**config.mk**
```make
export PLATFORM = sky130hd
export DESIGN_NAME = animation_frame_stepper_top_flat
export DESIGN_NICKNAME = d
export VERILOG_FILES = /design/src/rtl/afs_pkg.sv /design/src/rtl/afs_req_if.sv /design/src/rtl/afs_res_if.sv /design/src/rtl/afs_cfg_if.sv /design/src/rtl/animation_frame_stepper_top.sv /design/src/rtl/afs_advance.sv /design/src/flat_wrapper.sv
export VERILOG_INCLUDE_DIRS = /design/src /design/src/rtl
export SDC_FILE = /design/constraint.sdc
export NUM_CORES = 1
export LEC_CHECK = 0
export BUFFER_PORTS_ARGS = -buffer_cell sky130_fd_sc_hd__buf_2
export CAP_MARGIN = 30
export CORE_AREA = 2 2 254 256
export DETAILED_ROUTE_END_ITERATION = 8
export DIE_AREA = 0 0 256 258
export PLACE_DENSITY = 0.57
export SLEW_MARGIN = 10
export SYNTH_ARGS = -nofsm -noshare
export SYNTH_HDL_FRONTEND = slang
export SYNTH_SLANG_ARGS = --single-unit
```
**constraint.sdc**
```tcl
create_clock -name clk -period 8.35 [get_ports clk]
set_clock_uncertainty 0.05 [all_clocks]
set_input_delay 0.4175 -clock clk [delete_from_list [all_inputs] [get_ports clk]]
set_output_delay 0.4175 -clock clk [all_outputs]
set_load 0.02 [all_outputs]
```
**src/rtl/animation_frame_stepper_top_defines.svh**
```systemverilog
// Assertion macros used by the animation frame stepper top level.
`ifndef ANIMATION_FRAME_STEPPER_TOP_DEFINES_SVH
`define ANIMATION_FRAME_STEPPER_TOP_DEFINES_SVH

`ifndef NO_ASSERTIONS

// Same-cycle implication, clocked on clk and disabled while rst_n is low.
`define AFS_ASSERT_IMP(lbl, ante, cons) \
    lbl: assert property (@(posedge clk) disable iff (!rst_n) (ante) |-> (cons)) \
        else $error("Assertion failed: same-cycle implication.");

// Next-cycle implication, clocked on clk and disabled while rst_n is low.
`define AFS_ASSERT_NEXT(lbl, ante, cons) \
    lbl: assert property (@(posedge clk) disable iff (!rst_n) (ante) |=> (cons)) \
        else $error("Assertion failed: next-cycle implication.");

`else

`define AFS_ASSERT_IMP(lbl, ante, cons)
`define AFS_ASSERT_NEXT(lbl, ante, cons)

`endif

`endif

```
**src/rtl/afs_pkg.sv**
```systemverilog
// Types, constants and helper functions of the animation frame stepper.
package afs_pkg;

    localparam int FRAME_BITS = 16;
    localparam int SLOT_COUNT = 2;
    localparam int COUNT_BITS = 16;
    localparam int STEP_BITS = 16;
    localparam int VALUE_BITS = 16;
    localparam int MODE_BITS = 4;
    localparam int FLAG_BITS = 5;
    localparam int OUT_FRAME_BITS = 16;
    localparam int CFG_INDEX_BITS = 2;
    localparam int CFG_DATA_BITS = 16;
    localparam int WIDE_BITS = (FRAME_BITS > COUNT_BITS) ? FRAME_BITS : COUNT_BITS;
    localparam int CALC_BITS = WIDE_BITS + 3;

    localparam int FLAG_REVERSE = 0;
    localparam int FLAG_PINGPONG = 1;
    localparam int FLAG_NOLOOP = 2;
    localparam int FLAG_PAUSED = 3;
    localparam int FLAG_ENDED = 4;

    typedef logic signed [CALC_BITS-1:0] calc_t;

    typedef enum logic [1:0] {
        KIND_TICK      = 2'd0,
        KIND_START     = 2'd1,
        KIND_SET_FRAME = 2'd2,
        KIND_SET_STEP  = 2'd3
    } kind_t;

    typedef enum logic [CFG_INDEX_BITS-1:0] {
        CFG_FRAME_COUNT_A = 2'd0,
        CFG_FRAME_COUNT_B = 2'd1,
        CFG_IN_USE_A      = 2'd2,
        CFG_IN_USE_B      = 2'd3
    } cfg_index_t;

    typedef struct packed {
        logic [FRAME_BITS-1:0] frame;
        logic [STEP_BITS-1:0]  step;
        logic [FLAG_BITS-1:0]  flags;
    } slot_state_t;

    typedef struct packed {
        kind_t                 kind;
        logic                  slot;
        logic [VALUE_BITS-1:0] value;
        logic [MODE_BITS-1:0]  start_mode;
    } req_t;

    // Clamps a signed intermediate frame into the legal frame range.
    function automatic logic [FRAME_BITS-1:0] sat_frame(input calc_t v);
        calc_t top;
        top = calc_t'({FRAME_BITS{1'b1}});
        if (v < calc_t'(0)) begin
            return '0;
        end
        else if (v > top) begin
            return {FRAME_BITS{1'b1}};
        end
        else begin
            return v[FRAME_BITS-1:0];
        end
    endfunction

endpackage

```
**src/rtl/afs_req_if.sv**
```systemverilog
// Request channel carrying one input item of the frame stepper.
interface afs_req_if;
    import afs_pkg::*;

    logic                  valid;
    logic                  ready;
    logic [1:0]            kind;
    logic                  slot;
    logic [VALUE_BITS-1:0] value;
    logic [MODE_BITS-1:0]  start_mode;

    modport source (output valid, output kind, output slot, output value,
                    output start_mode, input ready);
    modport sink (input valid, input kind, input slot, input value,
                  input start_mode, output ready);
endinterface

```
**src/rtl/afs_res_if.sv**
```systemverilog
// Result channel carrying the slot status after each request.
interface afs_res_if;
    import afs_pkg::*;

    logic                      valid;
    logic                      ready;
    logic [OUT_FRAME_BITS-1:0] frame_a;
    logic [OUT_FRAME_BITS-1:0] frame_b;
    logic                      reverse_a;
    logic                      reverse_b;
    logic                      ended_a;
    logic                      ended_b;

    modport source (output valid, output frame_a, output frame_b, output reverse_a,
                    output reverse_b, output ended_a, output ended_b, input ready);
    modport sink (input valid, input frame_a, input frame_b, input reverse_a,
                  input reverse_b, input ended_a, input ended_b, output ready);
endinterface

```
**src/rtl/afs_cfg_if.sv**
```systemverilog
// Configuration write channel of the frame stepper.
interface afs_cfg_if;
    import afs_pkg::*;

    logic                      valid;
    logic                      ready;
    logic [CFG_INDEX_BITS-1:0] index;
    logic [CFG_DATA_BITS-1:0]  data;

    modport source (output valid, output index, output data, input ready);
    modport sink (input valid, input index, input data, output ready);
endinterface

```
**src/rtl/animation_frame_stepper_top.sv**
```systemverilog
// Top level of the two-slot animation frame stepper.
//
//  Channel | Direction | Handshake    | Payload
//  req     | in        | valid/ready  | kind, slot, value, start_mode
//  res     | out       | valid/ready  | frame_a/b, reverse_a/b, ended_a/b
//  cfg     | in        | valid/ready  | index, data
//
// A request is held in the input register, then the slot update logic writes the result
// register, from which its result is offered; a stalled result can delay that write.
// A new request is accepted in every cycle while results are taken.
// Reset clears the frames, flags and configuration and sets both steps to one.
// A stalled result holds the input register, which then stops accepting requests.
module animation_frame_stepper_top (
    input logic      clk,
    input logic      rst_n,
    afs_req_if.sink  req,
    afs_res_if.source res,
    afs_cfg_if.sink  cfg
);
    import afs_pkg::*;

`include "animation_frame_stepper_top_defines.svh"

    logic                  s1_valid_reg;
    logic                  s1_valid_next;
    req_t                  s1_req_reg;
    logic                  s1_fire;
    logic                  req_fire;

    logic                  out_valid_reg;
    logic                  out_valid_next;
    slot_state_t           out_state_reg [SLOT_COUNT];

    slot_state_t           state_reg [SLOT_COUNT];
    slot_state_t           state_next [SLOT_COUNT];
    slot_state_t           adv_state [SLOT_COUNT];

    logic [COUNT_BITS-1:0] count_reg [SLOT_COUNT];
    logic [SLOT_COUNT-1:0] in_use_reg;

    calc_t                 n_sel;
    calc_t                 value_c;

    logic                  paused_tick;
    logic                  ended_b_keep;

    assign s1_fire = s1_valid_reg && (!out_valid_reg || res.ready);
    assign req.ready = !s1_valid_reg || s1_fire;
    assign req_fire = req.valid && req.ready;
    assign s1_valid_next = req_fire || (s1_valid_reg && !s1_fire);
    assign out_valid_next = s1_fire || (out_valid_reg && !res.ready);
    assign cfg.ready = 1'b1;

    always_ff @(posedge clk or negedge rst_n)
    begin
        if (!rst_n)
        begin
            s1_valid_reg <= 1'b0;
            out_valid_reg <= 1'b0;
        end
        else
        begin
            s1_valid_reg <= s1_valid_next;
            out_valid_reg <= out_valid_next;
        end
    end

    always_ff @(posedge clk)
    begin
        if (req_fire)
        begin
            s1_req_reg.kind <= kind_t'(req.kind);
            s1_req_reg.slot <= req.slot;
            s1_req_reg.value <= req.value;
            s1_req_reg.start_mode <= req.start_mode;
        end
        if (s1_fire)
        begin
            out_state_reg <= state_next;
        end
    end

    always_ff @(posedge clk or negedge rst_n)
    begin
        if (!rst_n)
        begin
            count_reg[0] <= '0;
            count_reg[1] <= '0;
            in_use_reg <= '0;
        end
        else if (cfg.valid && cfg.ready)
        begin
            case (cfg_index_t'(cfg.index))
                CFG_FRAME_COUNT_A: count_reg[0] <= COUNT_BITS'(cfg.data);
                CFG_FRAME_COUNT_B: count_reg[1] <= COUNT_BITS'(cfg.data);
                CFG_IN_USE_A:      in_use_reg[0] <= cfg.data[0];
                CFG_IN_USE_B:      in_use_reg[1] <= cfg.data[0];
                default:           ;
            endcase
        end
    end

    for (genvar i = 0; i < SLOT_COUNT; i++)
    begin : g_slot
        afs_advance u_advance (
            .enable (in_use_reg[i]),
            .count  (count_reg[i]),
            .cur    (state_reg[i]),
            .nxt    (adv_state[i])
        );

        always_ff @(posedge clk or negedge rst_n)
        begin
            if (!rst_n)
            begin
                state_reg[i].frame <= '0;
                state_reg[i].step <= STEP_BITS'(1);
                state_reg[i].flags <= '0;
            end
            else
            begin
                state_reg[i] <= state_next[i];
            end
        end
    end

    always_comb
    begin
        n_sel = calc_t'(count_reg[s1_req_reg.slot]);
        value_c = calc_t'(s1_req_reg.value);
        state_next = state_reg;
        if (s1_fire)
        begin
            case (s1_req_reg.kind)
                KIND_TICK:
                begin
                    state_next = adv_state;
                end
                KIND_START:
                begin
                    state_next[s1_req_reg.slot].step = STEP_BITS'(1);
                    state_next[s1_req_reg.slot].flags = FLAG_BITS'(s1_req_reg.start_mode);
                    if (s1_req_reg.start_mode[FLAG_REVERSE])
                    begin
                        state_next[s1_req_reg.slot].frame = sat_frame(n_sel - calc_t'(1));
                    end
                    else
                    begin
                        state_next[s1_req_reg.slot].frame = '0;
                    end
                end
                KIND_SET_FRAME:
                begin
                    if (n_sel == calc_t'(0))
                    begin
                        state_next[s1_req_reg.slot].frame = '0;
                    end
                    else if (value_c < n_sel - calc_t'(1))
                    begin
                        state_next[s1_req_reg.slot].frame = sat_frame(value_c);
                    end
                    else
                    begin
                        state_next[s1_req_reg.slot].frame = sat_frame(n_sel - calc_t'(1));
                    end
                end
                KIND_SET_STEP:
                begin
                    state_next[s1_req_reg.slot].step = STEP_BITS'(s1_req_reg.value);
                end
                default:
                begin
                    state_next = state_reg;
                end
            endcase
        end
    end

    assign res.valid = out_valid_reg;
    assign res.frame_a = OUT_FRAME_BITS'(out_state_reg[0].frame);
    assign res.frame_b = OUT_FRAME_BITS'(out_state_reg[1].frame);
    assign res.reverse_a = out_state_reg[0].flags[FLAG_REVERSE];
    assign res.reverse_b = out_state_reg[1].flags[FLAG_REVERSE];
    assign res.ended_a = out_state_reg[0].flags[FLAG_ENDED];
    assign res.ended_b = out_state_reg[1].flags[FLAG_ENDED];

    assign paused_tick = s1_fire && s1_req_reg.kind == KIND_TICK
                         && state_reg[0].flags[FLAG_PAUSED];
    assign ended_b_keep = state_reg[1].flags[FLAG_ENDED]
                          && !(s1_fire && s1_req_reg.kind == KIND_START
                               && s1_req_reg.slot == 1'b1);

    // A paused slot keeps its frame across a tick.
    `AFS_ASSERT_NEXT(a_paused_holds, paused_tick, $stable(state_reg[0].frame))

    // Only a start request on the slot clears its ended flag.
    `AFS_ASSERT_NEXT(a_ended_sticky, ended_b_keep, state_reg[1].flags[FLAG_ENDED])

    // A new result appears only after the input register handed over a request.
    `AFS_ASSERT_IMP(a_result_source, $rose(out_valid_reg), $past(s1_fire))

    // State changes only when a request moves out of the input register.
    `AFS_ASSERT_NEXT(a_state_quiet, !s1_fire, $stable(state_reg[0]) && $stable(state_reg[1]))

endmodule

```
**src/rtl/afs_advance.sv**
```systemverilog
// Tick update of one slot: forward, reverse and ping-pong stepping, with a no-loop end.
module afs_advance (
    input  logic                           enable,
    input  logic [afs_pkg::COUNT_BITS-1:0] count,
    input  afs_pkg::slot_state_t           cur,
    output afs_pkg::slot_state_t           nxt
);
    import afs_pkg::*;

    calc_t                f;
    calc_t                st;
    calc_t                n;
    calc_t                r;
    logic [FLAG_BITS-1:0] fl;

    always_comb
    begin
        f = calc_t'(cur.frame);
        st = calc_t'(cur.step);
        n = calc_t'(count);
        fl = cur.flags;
        r = f;
        nxt = cur;
        if (enable && !fl[FLAG_PAUSED] && !fl[FLAG_ENDED])
        begin
            if (fl[FLAG_PINGPONG])
            begin
                if (fl[FLAG_REVERSE])
                begin
                    if (f <= st)
                    begin
                        r = st - f;
                        fl[FLAG_REVERSE] = 1'b0;
                    end
                    else
                    begin
                        r = f - st;
                    end
                end
                else
                begin
                    r = f + st;
                    if (r >= n - calc_t'(1))
                    begin
                        r = n + n - r - calc_t'(2);
                        fl[FLAG_REVERSE] = 1'b1;
                    end
                end
            end
            else if (fl[FLAG_REVERSE])
            begin
                if (f > st)
                begin
                    r = f - st;
                end
                else if (fl[FLAG_NOLOOP])
                begin
                    r = calc_t'(0);
                    fl[FLAG_ENDED] = 1'b1;
                end
                else if (f == st)
                begin
                    r = calc_t'(0);
                end
                else
                begin
                    r = n - (st - f);
                end
            end
            else
            begin
                r = f + st;
                if (r >= n - calc_t'(1))
                begin
                    if (fl[FLAG_NOLOOP])
                    begin
                        r = n - calc_t'(1);
                        fl[FLAG_ENDED] = 1'b1;
                    end
                    else if (r >= n)
                    begin
                        r = r - n;
                    end
                end
            end
            nxt.frame = sat_frame(r);
            nxt.flags = fl;
        end
    end
endmodule

```
**src/flat_wrapper.sv**
```systemverilog
// flat-port wrapper written by rule: the top's interface ports become plain ports
module animation_frame_stepper_top_flat import afs_pkg::*;
  (clk, rst_n, req_valid, req_kind, req_slot, req_value, req_start_mode, req_ready, res_valid, res_frame_a, res_frame_b, res_reverse_a, res_reverse_b, res_ended_a, res_ended_b, res_ready, cfg_valid, cfg_index, cfg_data, cfg_ready);
  afs_req_if req_i ();
  afs_res_if res_i ();
  afs_cfg_if cfg_i ();
  input logic clk;
  input logic rst_n;
  input wire logic [$bits(req_i.valid)-1:0] req_valid;
  input wire logic [$bits(req_i.kind)-1:0] req_kind;
  input wire logic [$bits(req_i.slot)-1:0] req_slot;
  input wire logic [$bits(req_i.value)-1:0] req_value;
  input wire logic [$bits(req_i.start_mode)-1:0] req_start_mode;
  output wire logic [$bits(req_i.ready)-1:0] req_ready;
  output wire logic [$bits(res_i.valid)-1:0] res_valid;
  output wire logic [$bits(res_i.frame_a)-1:0] res_frame_a;
  output wire logic [$bits(res_i.frame_b)-1:0] res_frame_b;
  output wire logic [$bits(res_i.reverse_a)-1:0] res_reverse_a;
  output wire logic [$bits(res_i.reverse_b)-1:0] res_reverse_b;
  output wire logic [$bits(res_i.ended_a)-1:0] res_ended_a;
  output wire logic [$bits(res_i.ended_b)-1:0] res_ended_b;
  input wire logic [$bits(res_i.ready)-1:0] res_ready;
  input wire logic [$bits(cfg_i.valid)-1:0] cfg_valid;
  input wire logic [$bits(cfg_i.index)-1:0] cfg_index;
  input wire logic [$bits(cfg_i.data)-1:0] cfg_data;
  output wire logic [$bits(cfg_i.ready)-1:0] cfg_ready;
  assign req_i.valid = req_valid;
  assign req_i.kind = req_kind;
  assign req_i.slot = req_slot;
  assign req_i.value = req_value;
  assign req_i.start_mode = req_start_mode;
  assign req_ready = req_i.ready;
  assign res_valid = res_i.valid;
  assign res_frame_a = res_i.frame_a;
  assign res_frame_b = res_i.frame_b;
  assign res_reverse_a = res_i.reverse_a;
  assign res_reverse_b = res_i.reverse_b;
  assign res_ended_a = res_i.ended_a;
  assign res_ended_b = res_i.ended_b;
  assign res_i.ready = res_ready;
  assign cfg_i.valid = cfg_valid;
  assign cfg_i.index = cfg_index;
  assign cfg_i.data = cfg_data;
  assign cfg_ready = cfg_i.ready;
  animation_frame_stepper_top u_core (.clk(clk), .rst_n(rst_n), .req(req_i), .res(res_i), .cfg(cfg_i));
endmodule
```
==> key figures, run 1 <==
Synthesis
  – Number of synthesized flops with an enable pin: 59
  – Register bit count reported by yosys: 169
  – Distinct cells, synth: 100
  – Yosys Warn Count: 0
  – Post-synth net total: 3180
  – Yosys top cell by area: ha_1
  – Synth Area per Inst: 7.74 um^2
  – Top-area cell type share of the netlist area: 15.9%
  – Synth Flop Type: dfrtp_1
  – Compound-cell area share of the yosys netlist: 27.7%
  – Xor/xnor cell area share of the yosys netlist: 7.24%
  – Main combinational cell family by area after synthesis: compound AO/OA/AOI/OAI gates
  – Post-Synth Adder-Cell Area: 17.0%
  – Mux cell area share after synthesis: 3.02%
  – Post-synthesis sequential area ratio: 20.6%
  – Asr flop ratio synth: 65.1%
  – Area contributors post-synth: ha_1 (16%), dfrtp_1 (12%), edfxtp_1 (8.0%)
  – Syn Std Cell Area: 22000 um^2
  – Most instantiated library cell after synthesis: ha_1
  – Post-synth top cells: ha_1 (279), a21oi_1 (263), inv_1 (263), nand2_1 (254), nor2_1 (235)
  – Simple-gate share of the synthesized area: 17.6%
  – Mapped Cells: 2843

Drt
  – Initial DRT Pass Iterations: 8
  – Post-route ant nets: 0
  – Initial drt markers: 2460
  – Post-DR wirelength/cell: 24.2 um
  – Vias per cell: 5.96
  – Final WL: 90500 um
  – Vias: 22300
  – # DRC: 0

Worst hold path
  – Hold path depth: 1
  – Hold path startpoint: req_value[1]
  – Hold path endpoint: u_core.s1_req_reg[5]
  – Hold/Removal Path Class: input pin to register

Floorplan
  – Die area: 66000 um^2
  – I/O Pins: 85
  – Die Span X: 256 um
  – Die Ht: 258 um
  – Initial Utilization: 34.6%
  – Core Region: 63600 um^2
  – Row Count: 93

Setup path
  – Cell family with most CP delay: compound AO/OA/AOI/OAI gates
  – Critical Path Source Type: register
  – Launching point of the worst reg2reg path: u_core.state_reg[23]
  – FF-to-FF setup slack: 1.09 ns
  – CP Class: register to register
  – CP Capture Type: register
  – Crit Path Max Fanout: 15
  – Crit-path max cell delay: 0.61 ns
  – CP Data Required Time: 8.50 ns
  – CP bufs+invs: 2
  – Reg-to-Reg End: u_core.res.frame_b[8]
  – R2R cell count: 21
  – CP cell instances: inv_1 > ha_1 > a221oi_1 > or4_1 > a31oi_1 > o31ai_1 > a221o_1 > a211oi_1 > inv_1 > ha_1 > a21o_1 > a31oi_1 > o31ai_1 > or3_1 > o21ai_0 > nand2_1 > mux2_2 > nand2_1 > a311oi_1 > nor3_1 > o22ai_1
  – Data arrival, critical path: 7.40 ns
  – Critical-path top delay cell: ha_1

Global routing
  – Global-route wire length before repair: 134000 um
  – Largest net degree at the start of global routing: 62
  – Initial antenna violation count: 2
  – GRT Overall Usage: 26.7%
  – Total gr overflow: 0
  – Vias in the first global route: 20900

CTS
  – Post-CTS setup buffers: 0
  – Clock Tree Buf Depth: 2
  – CTS tree: built
  – Clock Pin Slew Worst Setup and Hold Paths: 0.08 ns
  – Cts bufs inserted: 17
  – Sink Count: 169
  – CTS root buf: clkbuf_16
  – H-Tree Depth: 4
  – Latest clock arrival within the worst-skew pair: 0.49 ns

Timing
  – Relative slew margins: 29.9%
  – Final setup TNS: 0 ns
  – Final setup violating endpoints: 0
  – Final-report hold violation count: 0
  – RSZ-0062 raised after global routing: no
  – Worst-margin pin slew: 1.04 ns
  – WHS: 0.0603 ns
  – Peak Freq: 138 MHz
  – Max-slew violation count: 0
  – Final worst path period need: 7.26 ns
  – Part of the cycle the worst path needs: 86.9%

Place
  – Port-buffer cells: 83
  – GP Congestion: 0.980
  – Final HPWL DP: 71800 um
  – Inst Count DP: 3700

Layout
  – Share of layout cells above drive strength 1: 8.50%
  – Core Util, Final: 37.6%
  – Filler-free cell count of the finished design: 3737
  – Fin nets: 3205
  – Layout area overhead: 8.63%
  – Fillers: 6737
  – Max reg flops: 68

Job
  – Max-cap violation count: 0

Status
  – Status: complete, no violations
## worst max path at each step
stage / cells past startpoint / from / slack, ns / to
2_1_floorplan: 27 / u_core.s1_req_reg[20] / 2.22 / u_core.res.frame_a[10]
3_3_place_gp: 23 / u_core.state_reg[22] / 1.33 / u_core.res.frame_b[11]
3_5_place_dp: 23 / u_core.state_reg[22] / 1.21 / u_core.res.frame_b[11]
4_1_cts: 23 / u_core.state_reg[22] / 1.18 / u_core.res.frame_b[6]
5_1_grt: 22 / u_core.state_reg[22] / 0.51 / u_core.res.frame_b[11]
6_report: 21 / u_core.state_reg[23] / 1.09 / u_core.res.frame_b[8]
## cell usage in the layout, fill, tap and decap left out, types with 18 or more instances in the layout
cell type,instances
mux2_2,33
nand3_1,51
buf_4,37
xor2_1,48
nand2_1,254
buf_2,82
nand2b_1,34
mux2i_1,27
o31ai_1,25
or3_1,20
o21bai_1,25
a21oi_1,263
a221oi_1,33
inv_1,262
o21ai_0,215
nor2_1,233
o21a_1,31
o221ai_1,21
dfrtp_1,108
xnor2_1,134
edfxtp_1,59
nand4_1,33
nor3_1,66
a211oi_1,43
a21o_1,54
nor2b_1,26
ha_1,279
a31oi_1,29
o211ai_1,37
nor4_1,18
## what timing repair did
| item | 4_1_cts | 5_1_grt |
|---|---|---|
| endpoints found under the hold margin | 38 | 0 |
| resized for setup | 0 | 0 |
| hold buffers | 1 | 0 |
## routing by layer
layer | up-vias | routed length, um | track usage [%]
li1 | 10400 | - | -
met1 | 10700 | 37200 | 33.5
met2 | 1028 | 41900 | 44.5
met3 | 230 | 6130 | 3.51
met4 | 0 | 5270 | 14.7
met5 | - | 0 | 0
## cell families after synthesis
logic type	Yosys count
simple gates	815
flops	169
compound gates	938
other cells	1
fa+ha+maj	291
mux	61
xor+xnor	182
buf+inv	386
## metrics by stage
step,instance area [um^2],worst slack (ns)
3_3_place_gp,23300,1.33
5_1_grt,23900,0.514
6_report,23900,1.09
2_1_floorplan,22000,2.22
4_1_cts,23900,1.18
3_5_place_dp,23300,1.21
## cell type report
type | count | area [um^2] | share of cell area (%)
multi-input cells | 2288 | 16000 | 66.8
flip-flops and latches | 169 | 4530 | 18.9
well taps | 855 | 1070 | 4.47
inverters | 268 | 1010 | 4.21
repair buffers | 124 | 743 | 3.11
clock buffers | 18 | 429 | 1.79
clock inverters | 14 | 156 | 0.654
diodes | 1 | 2.50 | 0.0105
Power of run 1 is left out: the tool's default activity adds up to more than one toggle a clock period on the data nets, which glitch-free logic cannot reach.
==> inputs of run 2 (changes only) <==
--- a/config.mk
+++ b/config.mk
@@ -6,11 +6,12 @@
 export SDC_FILE = /design/constraint.sdc
 export NUM_CORES = 1
 export LEC_CHECK = 0
+export ABC_AREA = 1
 export BUFFER_PORTS_ARGS = -buffer_cell sky130_fd_sc_hd__buf_2
 export CAP_MARGIN = 30
-export CORE_AREA = 2 2 254 256
+export CORE_AREA = 2 2 271 273
 export DETAILED_ROUTE_END_ITERATION = 8
-export DIE_AREA = 0 0 256 258
+export DIE_AREA = 0 0 273 275
 export PLACE_DENSITY = 0.57
 export SLEW_MARGIN = 10
 export SYNTH_ARGS = -nofsm -noshare
==> key figures, run 2 <==
CTS
  – Sink Count: 169
  – CTS tree: built
  – Latest clock arrival within the worst-skew pair: 0.49 ns
  – Clock Pin Slew Worst Setup and Hold Paths: 0.09 ns
  – Clock Tree Buf Depth: 2
  – CTS root buf: clkbuf_16
  – H-Tree Depth: 4
  – PostCTS Resize Cnt: 0
  – Post-CTS setup buffers: 0
  – Cts bufs inserted: 17

Synthesis
  – Synth Flop Type: dfrtp_1
  – Post-synth net total: 4427
  – Syn Std Cell Area: 25100 um^2
  – Most instantiated library cell after synthesis: nand2_1
  – Yosys Warn Count: 0
  – Synth Area per Inst: 6.13 um^2
  – Top-area cell type share of the netlist area: 18.3%
  – Distinct cells, synth: 59
  – Area contributors post-synth: nand2_1 (18%), ha_1 (14%), dfrtp_1 (11%)
  – Yosys top cell by area: nand2_1
  – Mapped Cells: 4090
  – Post-synthesis sequential area ratio: 18.0%
  – Register bit count reported by yosys: 169
  – Post-synth top cells: nand2_1 (1220), inv_1 (545), a21oi_1 (345), nor2_1 (311), nand3_1 (304)
  – Number of synthesized flops with an enable pin: 59
  – Asr flop ratio synth: 65.1%

Floorplan
  – Die Ht: 275 um
  – Die area: 75100 um^2
  – Die Span X: 273 um
  – Row Count: 99
  – Initial Utilization: 34.7%
  – I/O Pins: 85
  – Core Region: 72300 um^2

Setup path
  – Data arrival, critical path: 6.12 ns
  – CP Class: register to register
  – Crit Path Max Fanout: 24
  – CP Data Required Time: 8.54 ns
  – CP Capture Type: register
  – Critical Path Source Type: register
  – FF-to-FF setup slack: 2.42 ns

Layout
  – Most frequent cells in the layout: nand2_1 (1219), inv_1 (544), a21oi_1 (345)
  – Share of layout cells above drive strength 1: 5.89%
  – Commonest non-fill, non-tap cell in the layout: nand2_1
  – Final Cell Area: 26900 um^2
  – Diodes inserted: 0
  – Layout area overhead: 7.27%
  – Filler-free cell count of the finished design: 5066
  – Max reg flops: 68
  – Fin nets: 4431

Global routing
  – GRT Overall Usage: 27.6%
  – Vias in the first global route: 25600
  – Busiest grt layer: met2
  – Largest net degree at the start of global routing: 91
  – Total gr overflow: 0
  – Global-route wire length before repair: 158000 um
  – Met3 GRT Util: 4.20%
  – Met1 usage: 40.2%
  – Initial antenna violation count: 0
  – M2 GR Usage: 41.5%

Drt
  – # DRC: 0
  – Vias per cell: 5.44
  – Post-route ant nets: 0
  – Initial DRT Pass Iterations: 6
  – Vias: 27600
  – Initial drt markers: 3121
  – Post-DR wirelength/cell: 20.8 um
  – Final WL: 106000 um

Timing
  – Final setup margin: 2.42 ns
  – Relative slew margins: 31.7%
  – Final setup violating endpoints: 0
  – Max-slew violation count: 0
  – Final worst path period need: 5.93 ns
  – Final setup TNS: 0 ns
  – Peak Freq: 169 MHz
  – Worst-margin pin slew: 1.02 ns
  – Part of the cycle the worst path needs: 71.0%
  – Final-report hold violation count: 0
  – RSZ-0062 raised after global routing: no

Place
  – GP Congestion: 1.01
  – Inst Count DP: 5032
  – Final HPWL DP: 84400 um
  – Port-buffer cells: 83
  – Place WS: 2.48 ns
  – Post-DP Area: 26200 um^2

Job
  – Max-cap violation count: 0

Worst hold path
  – Hold/Removal Path Class: input pin to register

Status
  – Status: complete, no violations
-- run 2: cell count changes in the layout (fill, tap and decap cells not counted), moves of 77 or more --
cell,before,now
nand2_1,254,1219
nand3_1,51,304
inv_1,262,544
a21oi_1,263,345
nor2_1,233,310
xnor2_1,134,26
-- run 2: layer usage --
| metal | up-vias | share of wire, % |
|---|---|---|
| met5 | - | 0 |
| met4 | 0 | 3.0 |
| met3 | 147 | 8.3 |
| met2 | 1211 | 42 |
| met1 | 12800 | 47 |
| li1 | 13400 | - |
-- run 2: cells by family (layout without fill, tap and decap cells) --
| kind of cell | after synthesis | in the layout | share of synthesized area [%] |
|---|---|---|---|
| AND/OR/NAND/NOR | 2018 | 2018 | 33.7 |
| AO/OA/AOI/OAI | 784 | 784 | 17.5 |
| buffers and inverters | 693 | 710 | 11.2 |
| adder cells (fa/ha/maj) | 291 | 291 | 14.9 |
| flip-flops | 169 | 169 | 18.0 |
| XOR/XNOR | 134 | 134 | 4.68 |
| other | 1 | 1 | 0.0149 |
-- run 2: path summary, 6_finish.rpt --
kind | to | cells after the start | start
setup reg to reg | u_core.res.frame_b[8] | 25 | u_core.state_reg[32]
max in group asynchronous | u_core.count_reg[27] | 3 | rst_n
setup / recovery | u_core.res.frame_b[8] | 25 | u_core.state_reg[32]
hold / removal | u_core.s1_req_reg[22] | 1 | req_kind[1]
hold reg to reg | u_core.state_reg[42] | 2 | u_core.state_reg[42]
min in group asynchronous | u_core.state_reg[20] | 2 | rst_n
-- run 2: worst max-delay path, cell delays in order, from the launching register on --
cell,delay [ns]
dfrtp_1,0.50
inv_1,0.15
ha_1,0.60
inv_1,0.17
a21oi_1,0.25
nand2_1,0.12
a31oi_1,0.18
xor2_1,0.61
ha_1,0.44
nand2_1,0.11
nor2_1,0.06
and2_1,0.17
a21oi_1,0.29
nand3_2,0.52
nand4_1,0.25
nand2_1,0.07
nand2_1,0.08
nand2_1,0.11
nand2_1,0.09
nand2_1,0.06
inv_2,0.33
nand3_1,0.18
nand2_1,0.10
nand2_1,0.05
nand2_1,0.05
nand2_1,0.07
-- run 2: cell type report --
type / count / area, um^2
clock inverters: 15 / 220
fillers: 8070 / 45400
repair buffers: 111 / 653
well taps: 959 / 1200
inverters: 567 / 2130
multi-input cells: 3228 / 17800
flip-flops and latches: 169 / 4530
clock buffers: 17 / 425
-- run 2: repair_timing --
action / CTS / global route
hold buffers: 1 / 0
hold endpoints to repair: 47 / 0
endpoints found under the setup margin: 0 / 0
-- run 2: metrics by stage --
stage          utilization, %  hold slack [ns]
6_report                 37.2           0.0425
5_1_grt                  37.2           0.0319
4_1_cts                  37.2           0.0293
3_5_place_dp             36.3            0.412
3_3_place_gp             36.2            0.415
2_1_floorplan               -           0.0719
Power of run 2 is left out for the same reason.
